### config.mk
export PLATFORM = sky130hd
export DESIGN_NAME = raf_ctrl
export DESIGN_NICKNAME = d
export VERILOG_FILES = /design/src/hdl/raf_pkg.sv /design/src/hdl/raf_ctrl.sv
export SDC_FILE = /design/constraint.sdc
export NUM_CORES = 1
export LEC_CHECK = 0
export ABC_AREA = 1
export BUFFER_PORTS_ARGS = -buffer_cell sky130_fd_sc_hd__buf_2
export CORE_AREA = 2 2 39 41
export CTS_CLUSTER_DIAMETER = 40
export DETAILED_ROUTE_END_ITERATION = 10
export DIE_AREA = 0 0 41 43
export SYNTH_ARGS = -nofsm -noshare
export SYNTH_HDL_FRONTEND = slang
export SYNTH_SLANG_ARGS = --single-unit
### constraint.sdc
create_clock -name clk -period 4.2 [get_ports clk]
set_clock_uncertainty 0.15 [all_clocks]
set_input_delay 0 -clock clk [delete_from_list [all_inputs] [get_ports clk]]
set_output_delay 0 -clock clk [all_outputs]
set_load 0.02 [all_outputs]
### src/hdl/raf_pkg.sv
// ----------------------------------------------------------------------------
// raf_pkg: shared types and constants of the region annulus finder
// Item layouts, operation codes, controller states, command/status bundles
// and the neighbor scan order.
// ----------------------------------------------------------------------------
package raf_pkg;

	// Fixed field widths of the item channels
	localparam int ETA_W    = 5;
	localparam int PHI_W    = 5;
	localparam int ENERGY_W = 10;
	localparam int COUNT_W  = 4;
	localparam int STEP_W   = 3;

	// Number of neighbor reads per query, and the last scan step
	localparam int NBR_COUNT = 8;
	localparam logic [STEP_W-1:0] STEP_LAST = STEP_W'(NBR_COUNT - 1);

	// Offset codes: 0 is -1, 1 is 0, 2 is +1
	localparam logic [1:0] OFS_MINUS = 2'd0;
	localparam logic [1:0] OFS_ZERO  = 2'd1;
	localparam logic [1:0] OFS_PLUS  = 2'd2;

	// Operation codes
	localparam logic OP_WRITE = 1'b0;
	localparam logic OP_QUERY = 1'b1;

	typedef struct packed {
		logic                operation;
		logic [ETA_W-1:0]    cell_eta;
		logic [PHI_W-1:0]    cell_phi;
		logic [ENERGY_W-1:0] region_energy;
		logic                mip_bit;
		logic                tau_veto_bit;
	} raf_in_item_t;

	typedef struct packed {
		logic [ENERGY_W-1:0] highest_neighbor_energy;
		logic [ENERGY_W-1:0] second_neighbor_energy;
		logic [COUNT_W-1:0]  mips_in_annulus;
		logic [COUNT_W-1:0]  eg_flags_in_annulus;
		logic                highest_has_mip;
	} raf_out_item_t;

	typedef enum logic [1:0] {
		ST_CLEAR,
		ST_IDLE,
		ST_SCAN,
		ST_FINISH
	} raf_state_t;

	// Controller to datapath
	typedef struct packed {
		logic              clear_wr;
		logic              item_wr;
		logic              cell_load;
		logic              acc_clear;
		logic              scan_rd;
		logic [STEP_W-1:0] step;
		logic              result_load;
	} raf_cmd_t;

	// Datapath to controller
	typedef struct packed {
		logic clear_last;
	} raf_stat_t;

	// Scan order: phi offset major, eta offset minor, center skipped.
	// Returns {phi offset code, eta offset code}.
	function automatic logic [3:0] raf_step_ofs(input logic [STEP_W-1:0] step);
		logic [3:0] ofs;
		case (step)
			3'd0:    ofs = {OFS_MINUS, OFS_MINUS};
			3'd1:    ofs = {OFS_MINUS, OFS_ZERO};
			3'd2:    ofs = {OFS_MINUS, OFS_PLUS};
			3'd3:    ofs = {OFS_ZERO,  OFS_MINUS};
			3'd4:    ofs = {OFS_ZERO,  OFS_PLUS};
			3'd5:    ofs = {OFS_PLUS,  OFS_MINUS};
			3'd6:    ofs = {OFS_PLUS,  OFS_ZERO};
			3'd7:    ofs = {OFS_PLUS,  OFS_PLUS};
			default: ofs = {OFS_ZERO,  OFS_ZERO};
		endcase
		return ofs;
	endfunction

endpackage

### src/hdl/raf_ctrl.sv
// ----------------------------------------------------------------------------
// raf_ctrl: sequencing of the region annulus finder
// Runs the clearing pass, accepts items, steps the eight-neighbor scan
// and hands the result to the output register.
// ----------------------------------------------------------------------------
module raf_ctrl (
	input  logic               clk,
	input  logic               arst_n,
	input  logic               in_valid,
	input  logic               in_op,
	output logic               in_ready,
	output logic               out_valid,
	input  logic               out_ready,
	output raf_pkg::raf_cmd_t  cmd,
	input  raf_pkg::raf_stat_t stat
);

	raf_pkg::raf_state_t state_q, state_n;
	logic [raf_pkg::STEP_W-1:0] step_q;
	logic out_valid_q;
	logic out_free;
	logic accept;

	assign out_free = !out_valid_q || out_ready;
	assign accept   = in_valid && in_ready;

	// Next state
	always_comb begin
		state_n = state_q;
		case (state_q)
			raf_pkg::ST_CLEAR: begin
				if (stat.clear_last) state_n = raf_pkg::ST_IDLE;
			end
			raf_pkg::ST_IDLE: begin
				if (accept && in_op == raf_pkg::OP_QUERY) state_n = raf_pkg::ST_SCAN;
			end
			raf_pkg::ST_SCAN: begin
				if (step_q == raf_pkg::STEP_LAST) state_n = raf_pkg::ST_FINISH;
			end
			raf_pkg::ST_FINISH: begin
				if (out_free) begin
					state_n = (accept && in_op == raf_pkg::OP_QUERY) ?
						raf_pkg::ST_SCAN : raf_pkg::ST_IDLE;
				end
			end
			default: state_n = raf_pkg::ST_CLEAR;
		endcase
	end

	// Outputs
	always_comb begin
		cmd      = '0;
		in_ready = 1'b0;
		case (state_q)
			raf_pkg::ST_CLEAR: begin
				cmd.clear_wr = 1'b1;
			end
			raf_pkg::ST_IDLE: begin
				in_ready = 1'b1;
			end
			raf_pkg::ST_SCAN: begin
				cmd.scan_rd = 1'b1;
				cmd.step    = step_q;
			end
			raf_pkg::ST_FINISH: begin
				cmd.result_load = out_free;
				in_ready        = out_free;
			end
			default: begin
				in_ready = 1'b0;
			end
		endcase
		// item taken in idle or while finishing
		if (in_ready && in_valid) begin
			if (in_op == raf_pkg::OP_QUERY) begin
				cmd.cell_load = 1'b1;
				cmd.acc_clear = 1'b1;
			end else begin
				cmd.item_wr = 1'b1;
			end
		end
	end

	always_ff @(posedge clk or negedge arst_n) begin
		if (!arst_n) begin
			state_q     <= raf_pkg::ST_CLEAR;
			step_q      <= '0;
			out_valid_q <= 1'b0;
		end else begin
			state_q <= state_n;
			if (cmd.scan_rd) begin
				step_q <= step_q + 1'b1;
			end
			if (cmd.result_load) begin
				out_valid_q <= 1'b1;
			end else if (out_ready) begin
				out_valid_q <= 1'b0;
			end
		end
	end
	assign out_valid = out_valid_q;

	// Checks
	a_no_overwrite: assert property (@(posedge clk) disable iff (!arst_n)
		cmd.result_load |-> (!out_valid_q || out_ready))
		else $error("result overwritten before taken");
	a_scan_to_finish: assert property (@(posedge clk) disable iff (!arst_n)
		(state_q == raf_pkg::ST_SCAN && step_q == raf_pkg::STEP_LAST)
		|=> (state_q == raf_pkg::ST_FINISH))
		else $error("scan did not end after last neighbor");
	a_step_idle_zero: assert property (@(posedge clk) disable iff (!arst_n)
		(state_q == raf_pkg::ST_IDLE || state_q == raf_pkg::ST_FINISH) |-> (step_q == '0))
		else $error("scan step counter not rewound");
	a_clear_blocks: assert property (@(posedge clk) disable iff (!arst_n)
		(state_q == raf_pkg::ST_CLEAR) |-> (!in_ready && !cmd.scan_rd))
		else $error("activity during clearing pass");

endmodule

==> impl_metrics.xml <==
<?xml version="1.0" encoding="UTF-8"?>
<metrics>
  <group name="drt">
    <metric name="first_pass_iters" unit="">1</metric>
    <metric name="wire_per_inst" unit="um">7.73</metric>
    <metric name="post_drt_via_cell_ratio" unit="">4.14</metric>
    <metric name="route.antenna.remaining_nets" unit="">0</metric>
    <metric name="route.detailed.drc" unit="">0</metric>
    <metric name="wirelength" unit="um">696</metric>
    <metric name="drtIter0Drc" unit="">0</metric>
    <metric name="vias" unit="">373</metric>
  </group>
  <group name="timing">
    <metric name="final.hold.worst_slack" unit="ns">0.0368</metric>
    <metric name="achievable-frequency" unit="MHz">543</metric>
    <metric name="maxSlewViolCount" unit="">0</metric>
    <metric name="timing_worst_slew_pin_value" unit="ns">0.269</metric>
    <metric name="finalHoldViolations" unit="">0</metric>
    <metric name="setup_viol_count_final" unit="">0</metric>
    <metric name="timing.final.crit_share" unit="%">43.9</metric>
    <metric name="grt_setup_unrepaired" unit="">false</metric>
    <metric name="worst_slew_margin" unit="%">82.0</metric>
    <metric name="min_period" unit="ns">1.84</metric>
    <metric name="setup_tns" unit="ns">0</metric>
  </group>
  <group name="cells_and_area">
    <metric name="fraction_of_layout_cells_with_a_size_suffix_above_1" unit="%">29.7</metric>
    <metric name="fillCellCount" unit="">158</metric>
    <metric name="final_nets" unit="">84</metric>
    <metric name="p_r_area_growth_vs_syn" unit="%">46.2</metric>
    <metric name="antenna-diode-count" unit="">0</metric>
  </group>
  <group name="setup_path">
    <metric name="worst-endpoint-required" unit="ns">4.18</metric>
    <metric name="worstPathMaxFanout" unit="">3</metric>
    <metric name="setup.reg_to_reg.worst_slack" unit="ns">2.36</metric>
    <metric name="setup.worst_path.end_class" unit="">flop</metric>
    <metric name="worst-r2r-cell-count" unit="">7</metric>
    <metric name="capture_point_of_the_worst_reg_to_reg_path" unit="">state_q[0]</metric>
    <metric name="r2r_start" unit="">step_q[0]</metric>
    <metric name="cp_data_arrival_time" unit="ns">1.82</metric>
    <metric name="timing.setup.critical_path_class" unit="">reg -&gt; reg</metric>
    <metric name="worst_setup_startpoint" unit="">step_q[0]</metric>
    <metric name="cp-start-kind" unit="">flop</metric>
  </group>
  <group name="cts">
    <metric name="ctsResizeCount" unit="">0</metric>
    <metric name="tritoncts.num_buffers" unit="">3</metric>
    <metric name="clk_pin_slew_worst_paths" unit="ns">0.04</metric>
    <metric name="h-tree-depth" unit="">1</metric>
    <metric name="clock_tree_from_tritoncts" unit="">built</metric>
    <metric name="clk_latency" unit="ns">0.24</metric>
    <metric name="clock_sink_count" unit="">6</metric>
    <metric name="cts-root-to-sink-buffers" unit="">2</metric>
    <metric name="cts_root_buf" unit="">clkbuf_4</metric>
  </group>
  <group name="placement">
    <metric name="buffer_ports.inserted" unit="">16</metric>
    <metric name="dp_hpwl" unit="um">570</metric>
    <metric name="finalWeightedCongestion" unit="">0.629</metric>
  </group>
  <group name="floorplan">
    <metric name="die-height" unit="um">43</metric>
    <metric name="horizontal_extent_of_the_die" unit="um">41</metric>
    <metric name="row_count" unit="">14</metric>
    <metric name="core_area" unit="mm2">0.00138</metric>
    <metric name="start_util" unit="%">25.9</metric>
    <metric name="die_area" unit="mm2">0.00176</metric>
    <metric name="top_level_i_o_count" unit="">17</metric>
  </group>
  <group name="yosys">
    <metric name="postSynthAreaPerCell" unit="um2">7.02</metric>
    <metric name="yosysSeqAreaShare" unit="%">42.0</metric>
    <metric name="post_synth_most_frequent_cells" unit="">inv_1, nand2_1, nor2_1, dfrtp_1, nand3_1</metric>
    <metric name="synth_top_flop_cell" unit="">dfrtp_1</metric>
    <metric name="area_share_of_the_largest_cell_type_after_synthesis" unit="%">42.0</metric>
    <metric name="synth.cell_area" unit="um2">358</metric>
    <metric name="post_synth_num_cell_types" unit="">15</metric>
    <metric name="synth.ff_latch_count" unit="">6</metric>
    <metric name="synth_nets" unit="">59</metric>
    <metric name="synth_warnings" unit="">0</metric>
    <metric name="postSynth.asyncResetShare" unit="%">100</metric>
    <metric name="synthCells" unit="">51</metric>
    <metric name="number_of_enable_flip_flop_cells_after_synthesis" unit="">0</metric>
    <metric name="yosys.area.top_type" unit="">dfrtp_1</metric>
    <metric name="synth.top_cells.by_area" unit="">dfrtp_1, inv_1, nand2_1, nor2_1, ha_1</metric>
  </group>
  <group name="global_routing">
    <metric name="first_pass_grt_wire_length" unit="um">1120</metric>
    <metric name="grt_remaining_overflow" unit="">0</metric>
    <metric name="grt_antenna_before_repair" unit="">0</metric>
    <metric name="largest_net_degree_at_the_start_of_global_routing" unit="">8</metric>
    <metric name="vias_in_the_first_global_route" unit="">319</metric>
    <metric name="grt_use_total" unit="%">9.43</metric>
  </group>
  <group name="hold_path">
    <metric name="hold_path_class" unit="">in -&gt; reg</metric>
    <metric name="min_path_cells" unit="">5</metric>
    <metric name="hold-path-endpoint" unit="">state_q[1]</metric>
    <metric name="timing.hold.worst.start" unit="">in_op</metric>
  </group>
  <group name="power_and_ir_drop">
    <metric name="power.leakage" unit="nW">0.317</metric>
    <metric name="peakVddDrop" unit="uV">263</metric>
    <metric name="power-per-cell-area" unit="mW/mm2">657</metric>
  </group>
  <group name="flow_run">
    <metric name="cap_violations" unit="">0</metric>
  </group>
  <group name="status">
    <metric name="outcome" unit="">completed</metric>
  </group>
</metrics>
-- sequential cells by signal, summed over array words and instances, names as in the netlist --
name       count
state_q        2
out_valid      1
step_q         3
-- cell type report --
class | count | area [um2] | share of cell area [%]
Clock buffer | 3 | 22.5 | 4.31
Sequential cell | 6 | 150 | 28.7
Multi-Input combinational cell | 32 | 155 | 29.7
Timing Repair Buffer | 21 | 130 | 24.9
Inverter | 12 | 45.0 | 8.61
Tap cell | 16 | 20.0 | 3.83
-- cells by family (layout without fill, tap and decap cells) --
group | count (synthesis) | count (layout) | share of synthesized area, %
buf+inv | 13 | 36 | 14.7
flops | 6 | 6 | 42.0
fa+ha+maj | 2 | 2 | 6.99
compound gates | 4 | 4 | 5.59
simple gates | 26 | 26 | 30.8
-- report_power, final --
| group | internal, mW | switching [mW] |
|---|---|---|
| registers | 0.0850 | 0.0263 |
| clock network | 0.0322 | 0.0189 |
| logic | 0.0687 | 0.113 |
-- layout by cell type, fill, tap and decap left out, types with 2 or more instances in the layout --
| cell | instances |
|---|---|
| buf_2 | 16 |
| nand2_1 | 10 |
| nor2_1 | 9 |
| nand3_1 | 4 |
| dlygate4sd3_1 | 5 |
| clkbuf_4 | 3 |
| inv_1 | 10 |
| o21ai_1 | 2 |
| dfrtp_1 | 6 |
| ha_1 | 2 |
-- routing by layer --
metal / global-route usage [%] / vias to the layer above / share of wire, %
met5: 0 / - / 0
met4: 6.00 / 0 / 0
met3: 1.57 / 0 / 7.9
met2: 14.7 / 12 / 47
met1: 11.3 / 158 / 45
li1: - / 203 / -
-- repair_timing --
item / CTS / global route
buffers inserted: 0 / 0
hold endpoints to repair: 8 / 0
hold buffers: 5 / 0
-- how the worst max path moves through the flow --
stage	to	slack, ns	cells after the start
floorplan	cmd[7]	2.68	5
global placement	state_q[1]	2.79	8
detailed placement	state_q[1]	2.77	8
CTS	state_q[0]	2.35	7
global route	state_q[0]	2.30	7
finish	state_q[0]	2.36	7
-- stage by stage --
stage	area [um2]	power (mW)	worst slack, ns	utilization (%)	std cells
after floorplan	358	0.237	2.68	-	51
after global placement	450	0.284	2.79	32.5	82
after detailed placement	450	0.285	2.77	32.5	82
after CTS	523	0.349	2.35	37.8	90
after global routing	523	0.380	2.30	37.8	90
final	523	0.344	2.36	37.8	90
-- worst max-delay path, stage by stage (launching register included) --
cell and delay (ns):
dfrtp_1 0.39, ha_1 0.21, ha_1 0.17, inv_1 0.05, nand3_1 0.08, nand3_1 0.09, dlygate4sd3_1 0.55, inv_1 0.04
No activity file was read; power rests on OpenSTA's default activity.
